### src/rtl/core/pps_pkg.sv
// Shared types and constants for the preemptive priority scheduler.
// No dependencies; every other file refers to it by scoped names.
`default_nettype none

package pps_pkg;

  localparam int MAX_PROCS = 16;
  localparam int SLOT_W    = $clog2(MAX_PROCS);
  localparam int CNT_W     = $clog2(MAX_PROCS + 1);
  localparam int TIME_W    = 32;
  localparam int FIELD_W   = 16;
  localparam int PRIO_W    = 8;

  // command codes of an input transaction
  localparam logic CMD_LOAD = 1'b0;
  localparam logic CMD_TICK = 1'b1;

  // result kind codes
  localparam logic [1:0] KIND_LOAD = 2'd0;
  localparam logic [1:0] KIND_RAN  = 2'd1;
  localparam logic [1:0] KIND_IDLE = 2'd2;

  typedef struct packed {
    logic               cmd;
    logic [3:0]         slot;
    logic [FIELD_W-1:0] arrival;
    logic [FIELD_W-1:0] burst;
    logic [PRIO_W-1:0]  priority_req;
  } in_item_t;

  typedef struct packed {
    logic [1:0]        kind;
    logic [3:0]        ran_slot;
    logic              finished;
    logic [TIME_W-1:0] completion_time;
    logic [TIME_W-1:0] turnaround;
    logic [TIME_W-1:0] waiting;
    logic              all_done;
  } out_item_t;

  typedef enum logic {
    ALU_ADD,
    ALU_SUB
  } alu_op_t;

  typedef struct packed {
    alu_op_t           op;
    logic [TIME_W-1:0] a;
    logic [TIME_W-1:0] b;
  } alu_req_t;

  typedef struct packed {
    logic [TIME_W-1:0] res;
    logic              borrow;
  } alu_rsp_t;

  typedef struct packed {
    logic               en;
    logic [SLOT_W-1:0]  addr;
    logic [FIELD_W-1:0] arrival;
    logic [FIELD_W-1:0] burst;
    logic [PRIO_W-1:0]  prio;
  } load_wr_t;

  typedef struct packed {
    logic               en;
    logic [SLOT_W-1:0]  addr;
    logic [FIELD_W-1:0] data;
  } rem_wr_t;

  typedef struct packed {
    logic [FIELD_W-1:0] arrival;
    logic [FIELD_W-1:0] burst;
    logic [FIELD_W-1:0] rem;
    logic [PRIO_W-1:0]  prio;
  } slot_rd_t;

endpackage

`default_nettype wire

### src/rtl/core/pps_if.sv
// Valid/ready channel interfaces: input, result and configuration write.
// Depends on pps_pkg for the payload types.
`default_nettype none

interface pps_in_if;
  logic             valid;
  logic             ready;
  pps_pkg::in_item_t data;
  modport source (output valid, output data, input ready);
  modport sink   (input valid, input data, output ready);
endinterface

interface pps_out_if;
  logic               valid;
  logic               ready;
  pps_pkg::out_item_t data;
  modport source (output valid, output data, input ready);
  modport sink   (input valid, input data, output ready);
endinterface

interface pps_cfg_if;
  logic       valid;
  logic       ready;
  logic [4:0] data;
  modport source (output valid, output data, input ready);
  modport sink   (input valid, input data, output ready);
endinterface

`default_nettype wire

### src/rtl/core/pps_alu.sv
// Shared 32-bit add/subtract unit used by the scan and arithmetic steps of the sequencer.
// Depends on pps_pkg.
`default_nettype none

module pps_alu (
  input  var pps_pkg::alu_req_t req,
  output var pps_pkg::alu_rsp_t rsp
);

  logic [pps_pkg::TIME_W:0] sum;
  logic [pps_pkg::TIME_W-1:0] b_eff;
  logic                       is_sub;

  assign is_sub = (req.op == pps_pkg::ALU_SUB);
  assign b_eff  = is_sub ? ~req.b : req.b;
  assign sum    = {1'b0, req.a} + {1'b0, b_eff} + {{pps_pkg::TIME_W{1'b0}}, is_sub};

  assign rsp.res    = sum[pps_pkg::TIME_W-1:0];
  // borrow: a < b on subtract
  assign rsp.borrow = is_sub & ~sum[pps_pkg::TIME_W];

endmodule

`default_nettype wire

### src/rtl/core/pps_slot_file.sv
// Per-slot process stores: arrival, burst, priority and remaining work.
// Depends on pps_pkg. One read address per cycle; remaining work resets to zero.
`default_nettype none

module pps_slot_file (
  input  var logic                        clk,
  input  var logic                        rst_n,
  input  var pps_pkg::load_wr_t           load_wr,
  input  var pps_pkg::rem_wr_t            rem_wr,
  input  var logic [pps_pkg::SLOT_W-1:0]  rd_addr,
  output var pps_pkg::slot_rd_t           rd_data
);

  logic [pps_pkg::FIELD_W-1:0] arrival_r [pps_pkg::MAX_PROCS];
  logic [pps_pkg::FIELD_W-1:0] burst_r   [pps_pkg::MAX_PROCS];
  logic [pps_pkg::PRIO_W-1:0]  prio_r    [pps_pkg::MAX_PROCS];
  logic [pps_pkg::FIELD_W-1:0] rem_r     [pps_pkg::MAX_PROCS];

  // payload stores, no reset (an unloaded slot has no remaining work, so its payload is never used)
  always_ff @(posedge clk) begin
    if (load_wr.en) begin
      arrival_r[load_wr.addr] <= load_wr.arrival;
      burst_r[load_wr.addr]   <= load_wr.burst;
      prio_r[load_wr.addr]    <= load_wr.prio;
    end
  end

  always_ff @(posedge clk) begin
    if (!rst_n) begin
      for (int i = 0; i < pps_pkg::MAX_PROCS; i++) begin
        rem_r[i] <= '0;
      end
    end else if (load_wr.en) begin
      rem_r[load_wr.addr] <= load_wr.burst;
    end else if (rem_wr.en) begin
      rem_r[rem_wr.addr] <= rem_wr.data;
    end
  end

  assign rd_data.arrival = arrival_r[rd_addr];
  assign rd_data.burst   = burst_r[rd_addr];
  assign rd_data.prio    = prio_r[rd_addr];
  assign rd_data.rem     = rem_r[rd_addr];

endmodule

`default_nettype wire

### src/rtl/core/preemptive_priority_scheduler.sv
// Preemptive priority scheduler: sequencer around a shared add/subtract unit.
// A load goes straight to write-back; a tick scans the active slots (if any),
// then runs INC, DEC, TAT and WT as needed; a stalled result waits in WB.
// Throughput: one transaction at a time; in ready only while the sequencer idles.
// The slot scan (one slot per cycle through the shared unit) sets the tick cost.
// Reset (rst_n low, synchronous): clears tick clock, finished count, process
// count, remaining work and the result valid flag.
`default_nettype none

module preemptive_priority_scheduler (
  input  var logic   clk,
  input  var logic   rst_n,
  pps_in_if.sink     in_chan,
  pps_out_if.source  out_chan,
  pps_cfg_if.sink    cfg_chan
);

  typedef enum logic [2:0] {
    ST_IDLE,
    ST_SCAN,   // walk the active slots, one per cycle
    ST_INC,    // completion candidate = tick + 1; tick clock advances
    ST_DEC,    // remaining work of the chosen slot minus one
    ST_TAT,    // turnaround = completion - arrival
    ST_WT,     // waiting = turnaround - burst
    ST_WB      // hand result to the output register
  } state_t;

  state_t                        state_r;
  logic [pps_pkg::CNT_W-1:0]     idx_r;
  logic [pps_pkg::SLOT_W-1:0]    best_r;
  logic [pps_pkg::PRIO_W-1:0]    best_prio_r;
  logic                          found_r;
  logic                          fin_r;
  logic [1:0]                    kind_r;
  logic [pps_pkg::TIME_W-1:0]    tick_r;
  logic [pps_pkg::TIME_W-1:0]    ct_r;
  logic [pps_pkg::TIME_W-1:0]    tat_r;
  logic [pps_pkg::TIME_W-1:0]    wt_r;
  logic [pps_pkg::CNT_W-1:0]     fcount_r;
  logic [4:0]                    pcount_r;
  pps_pkg::out_item_t            out_r;
  logic                          out_valid_r;

  logic [pps_pkg::CNT_W-1:0]     n_active;
  logic [pps_pkg::CNT_W-1:0]     idx_inc;
  logic                          in_fire;
  logic                          out_free;
  logic                          eligible;
  pps_pkg::alu_req_t             alu_req;
  pps_pkg::alu_rsp_t             alu_rsp;
  pps_pkg::load_wr_t             load_wr;
  pps_pkg::rem_wr_t              rem_wr;
  logic [pps_pkg::SLOT_W-1:0]    rd_addr;
  pps_pkg::slot_rd_t             rd_data;
  pps_pkg::out_item_t            result;

  // process count saturates at the number of physical slots
  assign n_active = (32'(pcount_r) > pps_pkg::MAX_PROCS) ?
                    pps_pkg::CNT_W'(pps_pkg::MAX_PROCS) : pps_pkg::CNT_W'(pcount_r);
  assign idx_inc  = idx_r + pps_pkg::CNT_W'(1);

  assign in_chan.ready  = (state_r == ST_IDLE);
  assign in_fire        = in_chan.valid && in_chan.ready;
  assign out_free       = !out_valid_r || out_chan.ready;
  assign cfg_chan.ready = 1'b1;

  assign out_chan.valid = out_valid_r;
  assign out_chan.data  = out_r;

  // load transaction writes the slot stores directly; slots past the file drop
  assign load_wr.en      = in_fire && (in_chan.data.cmd == pps_pkg::CMD_LOAD) &&
                           (32'(in_chan.data.slot) < pps_pkg::MAX_PROCS);
  assign load_wr.addr    = pps_pkg::SLOT_W'(in_chan.data.slot);
  assign load_wr.arrival = in_chan.data.arrival;
  assign load_wr.burst   = in_chan.data.burst;
  assign load_wr.prio    = in_chan.data.priority_req;

  assign rd_addr = (state_r == ST_SCAN) ? idx_r[pps_pkg::SLOT_W-1:0] : best_r;

  assign rem_wr.en   = (state_r == ST_DEC);
  assign rem_wr.addr = best_r;
  assign rem_wr.data = alu_rsp.res[pps_pkg::FIELD_W-1:0];

  pps_slot_file u_slots (
    .clk     (clk),
    .rst_n   (rst_n),
    .load_wr (load_wr),
    .rem_wr  (rem_wr),
    .rd_addr (rd_addr),
    .rd_data (rd_data)
  );

  // shared unit operand steering, one operation per sequencer step
  always_comb begin
    alu_req.op = pps_pkg::ALU_SUB;
    alu_req.a  = tick_r;
    alu_req.b  = {{(pps_pkg::TIME_W-pps_pkg::FIELD_W){1'b0}}, rd_data.arrival};
    unique case (state_r)
      ST_INC: begin
        alu_req.op = pps_pkg::ALU_ADD;
        alu_req.b  = pps_pkg::TIME_W'(1);
      end
      ST_DEC: begin
        alu_req.a = {{(pps_pkg::TIME_W-pps_pkg::FIELD_W){1'b0}}, rd_data.rem};
        alu_req.b = pps_pkg::TIME_W'(1);
      end
      ST_TAT: begin
        alu_req.a = ct_r;
      end
      ST_WT: begin
        alu_req.a = tat_r;
        alu_req.b = {{(pps_pkg::TIME_W-pps_pkg::FIELD_W){1'b0}}, rd_data.burst};
      end
      default: begin
      end
    endcase
  end

  pps_alu u_alu (
    .req (alu_req),
    .rsp (alu_rsp)
  );

  // scan: arrived (tick >= arrival), work left, strictly better priority;
  // strict compare keeps the lowest slot on ties
  assign eligible = (rd_data.rem != '0) && !alu_rsp.borrow &&
                    (!found_r || (rd_data.prio < best_prio_r));

  always_comb begin
    result                 = '0;
    result.kind            = kind_r;
    result.all_done        = (fcount_r >= n_active);
    if (kind_r == pps_pkg::KIND_RAN) begin
      result.ran_slot = 4'(best_r);
      result.finished = fin_r;
      if (fin_r) begin
        result.completion_time = ct_r;
        result.turnaround      = tat_r;
        result.waiting         = wt_r;
      end
    end
  end

  always_ff @(posedge clk) begin
    if (!rst_n) begin
      state_r     <= ST_IDLE;
      idx_r       <= '0;
      best_r      <= '0;
      best_prio_r <= '0;
      found_r     <= 1'b0;
      fin_r       <= 1'b0;
      kind_r      <= pps_pkg::KIND_LOAD;
      tick_r      <= '0;
      fcount_r    <= '0;
      pcount_r    <= '0;
      out_valid_r <= 1'b0;
    end else begin
      if (cfg_chan.valid && cfg_chan.ready) begin
        pcount_r <= cfg_chan.data;
      end
      // drain the result register; ST_WB handles its own reload
      if (out_valid_r && out_chan.ready && (state_r != ST_WB)) begin
        out_valid_r <= 1'b0;
      end

      unique case (state_r)
        ST_IDLE: begin
          if (in_fire) begin
            idx_r   <= '0;
            best_r  <= '0;
            found_r <= 1'b0;
            fin_r   <= 1'b0;
            if (in_chan.data.cmd == pps_pkg::CMD_LOAD) begin
              tick_r   <= '0;
              fcount_r <= '0;
              kind_r   <= pps_pkg::KIND_LOAD;
              state_r  <= ST_WB;
            end else if (n_active == '0) begin
              state_r <= ST_INC;
            end else begin
              state_r <= ST_SCAN;
            end
          end
        end
        ST_SCAN: begin
          if (eligible) begin
            best_r      <= idx_r[pps_pkg::SLOT_W-1:0];
            best_prio_r <= rd_data.prio;
            found_r     <= 1'b1;
          end
          idx_r <= idx_inc;
          if (idx_inc == n_active) begin
            state_r <= ST_INC;
          end
        end
        ST_INC: begin
          ct_r   <= alu_rsp.res;
          tick_r <= alu_rsp.res;
          if (found_r) begin
            kind_r  <= pps_pkg::KIND_RAN;
            state_r <= ST_DEC;
          end else begin
            kind_r  <= pps_pkg::KIND_IDLE;
            state_r <= ST_WB;
          end
        end
        ST_DEC: begin
          if (alu_rsp.res[pps_pkg::FIELD_W-1:0] == '0) begin
            fin_r    <= 1'b1;
            fcount_r <= fcount_r + pps_pkg::CNT_W'(1);
            state_r  <= ST_TAT;
          end else begin
            state_r <= ST_WB;
          end
        end
        ST_TAT: begin
          tat_r   <= alu_rsp.res;
          state_r <= ST_WT;
        end
        ST_WT: begin
          wt_r    <= alu_rsp.res;
          state_r <= ST_WB;
        end
        ST_WB: begin
          // wait for a free output register
          if (out_free) begin
            out_valid_r <= 1'b1;
            state_r     <= ST_IDLE;
          end
        end
        default: begin
          state_r <= ST_IDLE;
        end
      endcase
    end
  end

  // result payload register, no reset needed
  always_ff @(posedge clk) begin
    if (state_r == ST_WB && out_free) begin
      out_r <= result;
    end
  end

endmodule

`default_nettype wire

### src/flat_wrapper.sv
// flat-port wrapper written by rule: the top's interface ports become plain ports
module preemptive_priority_scheduler_flat 
  (clk, rst_n, in_chan_valid, in_chan_data, in_chan_ready, out_chan_valid, out_chan_data, out_chan_ready, cfg_chan_valid, cfg_chan_data, cfg_chan_ready);
  pps_in_if in_chan_i ();
  pps_out_if out_chan_i ();
  pps_cfg_if cfg_chan_i ();
  input  var logic clk;
  input  var logic rst_n;
  input wire logic [$bits(in_chan_i.valid)-1:0] in_chan_valid;
  input wire logic [$bits(in_chan_i.data)-1:0] in_chan_data;
  output wire logic [$bits(in_chan_i.ready)-1:0] in_chan_ready;
  output wire logic [$bits(out_chan_i.valid)-1:0] out_chan_valid;
  output wire logic [$bits(out_chan_i.data)-1:0] out_chan_data;
  input wire logic [$bits(out_chan_i.ready)-1:0] out_chan_ready;
  input wire logic [$bits(cfg_chan_i.valid)-1:0] cfg_chan_valid;
  input wire logic [$bits(cfg_chan_i.data)-1:0] cfg_chan_data;
  output wire logic [$bits(cfg_chan_i.ready)-1:0] cfg_chan_ready;
  assign in_chan_i.valid = in_chan_valid;
  assign in_chan_i.data = in_chan_data;
  assign in_chan_ready = in_chan_i.ready;
  assign out_chan_valid = out_chan_i.valid;
  assign out_chan_data = out_chan_i.data;
  assign out_chan_i.ready = out_chan_ready;
  assign cfg_chan_i.valid = cfg_chan_valid;
  assign cfg_chan_i.data = cfg_chan_data;
  assign cfg_chan_ready = cfg_chan_i.ready;
  preemptive_priority_scheduler u_core (.clk(clk), .rst_n(rst_n), .in_chan(in_chan_i), .out_chan(out_chan_i), .cfg_chan(cfg_chan_i));
endmodule
### config.mk
export PLATFORM = sky130hd
export DESIGN_NAME = preemptive_priority_scheduler_flat
export DESIGN_NICKNAME = d
export VERILOG_FILES = /design/src/rtl/core/pps_pkg.sv /design/src/rtl/core/pps_if.sv /design/src/rtl/core/pps_alu.sv /design/src/rtl/core/pps_slot_file.sv /design/src/rtl/core/preemptive_priority_scheduler.sv /design/src/flat_wrapper.sv
export SDC_FILE = /design/constraint.sdc
export NUM_CORES = 2
export LEC_CHECK = 0
export BUFFER_PORTS_ARGS = -buffer_cell sky130_fd_sc_hd__buf_2
export CELL_PAD_IN_SITES_DETAIL_PLACEMENT = 1
export CELL_PAD_IN_SITES_GLOBAL_PLACEMENT = 1
export CORE_MARGIN = 1
export CORE_UTILIZATION = 30
export DETAILED_ROUTE_END_ITERATION = 12
export HOLD_SLACK_MARGIN = 0.15
export PLACE_DENSITY = 0.54
export SKIP_LAST_GASP = 1
export SLEW_MARGIN = 0
export SYNTH_ARGS = -nofsm -noshare
export SYNTH_HDL_FRONTEND = slang
export SYNTH_HIERARCHICAL = 1
export SYNTH_SLANG_ARGS = --single-unit
### constraint.sdc
create_clock -name clk -period 7.74 [get_ports clk]
set_input_delay 0 -clock clk [delete_from_list [all_inputs] [get_ports clk]]
set_output_delay 0 -clock clk [all_outputs]
set_load 0.1 [all_outputs]
==> metrics.md <==
| Metric | Value |
|---|---|
| Reg2Reg Depth | `26` |
| Status | `finished clean` |
| Startpoint types | `flop` |
| Iteration-0 DRC Markers | `2,303` |
| Reg2reg start | `u_core/state_r[2]` |
| Top Metal Used | `met5` |
| Reg2reg setup slack | `0.56 ns` |
| Number of remaining DRC errors | `0` |
| Max Cap Violations | `0` |
| Synthesized instance count | `between 3,000 and 4,000` |
| Post-synth EDFFs | `between 1,000 and 1,500` |
| Class of the worst hold path | `input pin to flop` |
| GR Overflow Total | `0` |
| Die Wd | `406.6 µm` |
| Die ar. | `165,300 µm²` |
| Worst hold path depth | `2` |
| Hold path start | `in_chan_data[29]` |
| Via count | `28,220` |
| CTS buffer count | `132` |
| Initial core utilization | `30.21%` |
| Synth top cells by count | `edfxtp_1 (1,096), nor2_1 (309), mux4_2 (224)` |
| CP Class | `flop to flop` |
| CP Max Fanout | `31` |
| Met1 Wirelength | `67,570 µm` |
| Worst path slowest cell | `xor2_1` |
| Clk sink count | `1,163` |
| Post-Route WL | `144,900 µm` |
| Area contributors post-synth | `edfxtp_1 (67%), mux4_2 (10%), dfxtp_1 (2.7%), nor2_1 (2.4%), a22oi_1 (1.7%)` |
| GP Congestion | `0.8187` |
| Post-synthesis register bit count | `1,163` |
| CTS Buffer Depth | `3` |
| Post-synthesis sequential area ratio | `69.75%` |
| Met3 routed WL | `6759 µm` |
| Largest net degree at the start of global routing | `99` |
| Fin crit share | `92.75%` |
| Root Buffer | `clkbuf_16` |
| End of the worst register-to-register path | `u_core/state_r[1]` |
| Worst hold slack | `0.2093 ns` |
| WL met2 | `a little under 70,000 µm` |
| Mapped Area | `approximately 50,000 µm²` |
| Final Setup Violations | `0` |
| Vias in the first global route | `29,575` |
| CP peak stage delay | `between 0.6 and 0.7 ns` |
| Worst-Margin Slew | `1.222 ns` |
| WP data arrival | `7.84 ns` |
| Post-DP HPWL | `89,320 µm` |
| Synth top area share | `67.02%` |
| Cell taking the most area after synthesis | `edfxtp_1` |
| Share of layout cells above drive strength 1 | `roughly 22%` |
| Buffers and inverters on the worst path | `5` |
| Initial antenna violation count | `13` |
| Post-route setup TNS | `0 ns` |
| Max Clock Freq | `around 140 MHz` |
| Clock Latency Late Sink | `0.79 ns` |
| Row cnt | `148` |
| Most instantiated library cell after synthesis | `edfxtp_1` |
| Mean number of vias per cell | `5.029` |
| Yosys cell types | `roughly 90` |
| PD cells | `~320 nW/µm²` |
| Rel. slew slack | `about 16%` |
| CP required | `8.40 ns` |
| Slew Viols, Final | `0` |
| Mapped Avg Cell Area | `16.26 µm²` |
| DR pass1 iterations | `5` |
| Worst-path clk slew | `~0.06 ns` |
| RSZ-0062 raised after global routing | `false` |
| CP endpoint kind | `flop` |
| Post-DRT Antenna Nets | `0` |
| Core area | `162,600 µm²` |
| WL/cell | `25.82 µm` |
| Port Buf Inserts | `160` |
| Hold Vio Cnt, Final | `0` |
| Skew final | `0.03271 ns` |
| Total Nets Final | `3,429` |
| Ys async rst share | `0%` |
| Layout fillers | `16,618` |
| Top delay family on crit path | `simple AND/OR/NAND/NOR gates` |
| Total GRT Usage | `17.62%` |
| Die H | `406.6 µm` |
| TritonCTS clock tree | `done` |
| Worst Hold End | `u_core/u_slots/arrival_r[15][5]` |
| Fin crit period | `7.179 ns` |
| H-tree depth | `4` |
| First-pass GRT wire length | `211,500 µm` |
| YS warnings | `6` |
| Leak Pwr | `19.31 nW` |
| Synth-to-Final Area Change | `18.13%` |
| Ys flop type | `edfxtp_1` |
| Ports | `162` |
| Peak VDD IR | `0.2062 mV` |
==> sequential cells by signal, summed over array words and instances (netlist names), 4 cells and up <==
| register | cells |
|---|---|
| u_core/u_slots/burst_r | 256 |
| u_core/fcount_r | 5 |
| u_core/out_chan.data | 104 |
| u_core/u_slots/rem_r | 256 |
| u_core/tat_r | 32 |
| u_core/u_slots/arrival_r | 256 |
| u_core/wt_r | 32 |
| u_core/tick_r | 32 |
| u_core/u_slots/prio_r | 128 |
| u_core/pcount_r | 5 |
| u_core/ct_r | 32 |
| u_core/idx_r | 5 |
| u_core/best_r | 4 |
| u_core/best_prio_r | 8 |
==> metal layers <==
metal	vias to the layer above	GRT usage (%)
li1	12412	-
met1	14911	24.90
met2	694	28.10
met3	195	2.835
met4	8	4.630
met5	-	0
==> layout make-up <==
class                      count  area (µm²)  area share (%)
sequential                  1163       34260           59.06
antenna                        6       15.01         0.02588
timing repair buffer         347        2562           4.417
tap                         2175        2721           4.691
multi-input combinational   1652       14180           24.45
clock inverter                63       594.3           1.024
inverter                      32       120.1          0.2071
clock buffer                 174        3553           6.125
==> logic make-up (layout without fill, tap and decap cells) <==
logic type | count (synthesis) | after routing | synth area share [%]
adders and majority gates | 46 | 46 | 1.187
xor gates and xnor gates | 65 | 65 | 1.159
DFF | 1163 | 1163 | 69.75
muxes | 316 | 316 | 12.27
AOI/OAI and AO/OA | 416 | 416 | 5.837
other | 2 | 23 | 0.01529
and+or+nand+nor | 792 | 792 | 7.789
buffers and inverters | 220 | 616 | 1.995
==> cells in the final DEF, fill, tap and decap left out, types with 14 or more instances in the layout <==
master / netlist / routed
edfxtp_1: 1096 / 1096
nor2_1: 309 / 298
mux4_2: 224 / 224
nand2_1: 197 / 191
buf_2: 51 / 160
clkbuf_16: 0 / 134
a22oi_1: 113 / 113
and3_1: 100 / 99
dlygate4sd3_1: 0 / 88
buf_4: 4 / 88
o21ai_0: 95 / 86
mux2i_1: 83 / 83
dfxtp_1: 67 / 63
a21oi_1: 54 / 54
xor2_1: 47 / 47
ha_1: 45 / 45
nand2b_1: 39 / 39
clkbuf_1: 107 / 35
nor2b_1: 35 / 32
a22o_1: 32 / 32
inv_1: 32 / 31
a21o_1: 27 / 27
clkinv_2: 0 / 20
clkinv_1: 0 / 19
xnor2_1: 18 / 18
a31oi_1: 17 / 17
conb_1: 2 / 17
and2_1: 16 / 14
==> report_power, final <==
part	switching, W	internal (W)	total [W]
sequential	0.000171	0.00759	0.00776
clock	0.00260	0.00343	0.00603
combinational	0.00355	0.00143	0.00498
total	0.00632	0.0125	0.0188
==> timing repair <==
item                                    in CTS  in global routing
endpoints found under the hold margin      831                  0
endpoints found under the setup margin       0                  1
hold buffers                                88                  0
buffers inserted                             0                  1
gates resized for setup                      0                  0
==> stage by stage <==
stage          instance area, µm²  worst slack, ns  cells  utilization [%]  power, W
2_1_floorplan               49170            1.896   3035                -   0.01096
3_3_place_gp                52960           0.8515   5280            32.57   0.01277
3_5_place_dp                52960           0.7390   5280            32.57   0.01281
4_1_cts                     57990           0.2846   5605            35.67   0.01895
5_1_grt                     58000           0.1019   5607            35.67   0.01953
6_report                    58010           0.5609   5612            35.68   0.01877
==> how the worst max path moves through the flow <==
stage / endpoint / slack [ns] / cells after the start / startpoint
final: u_core/state_r[1] / 0.56 / 26 / u_core/state_r[2]
after global routing: u_core/state_r[1] / 0.10 / 28 / u_core/state_r[2]
after CTS: u_core/state_r[1] / 0.28 / 28 / u_core/state_r[2]
after detailed placement: u_core/fcount_r[3] / 0.74 / 27 / u_core/state_r[2]
after global placement: u_core/fcount_r[3] / 0.85 / 27 / u_core/state_r[2]
after floorplan: u_core/out_chan.data[0] / 1.90 / 2 / u_core/out_chan.valid
No activity file was read; power rests on OpenSTA's default activity.
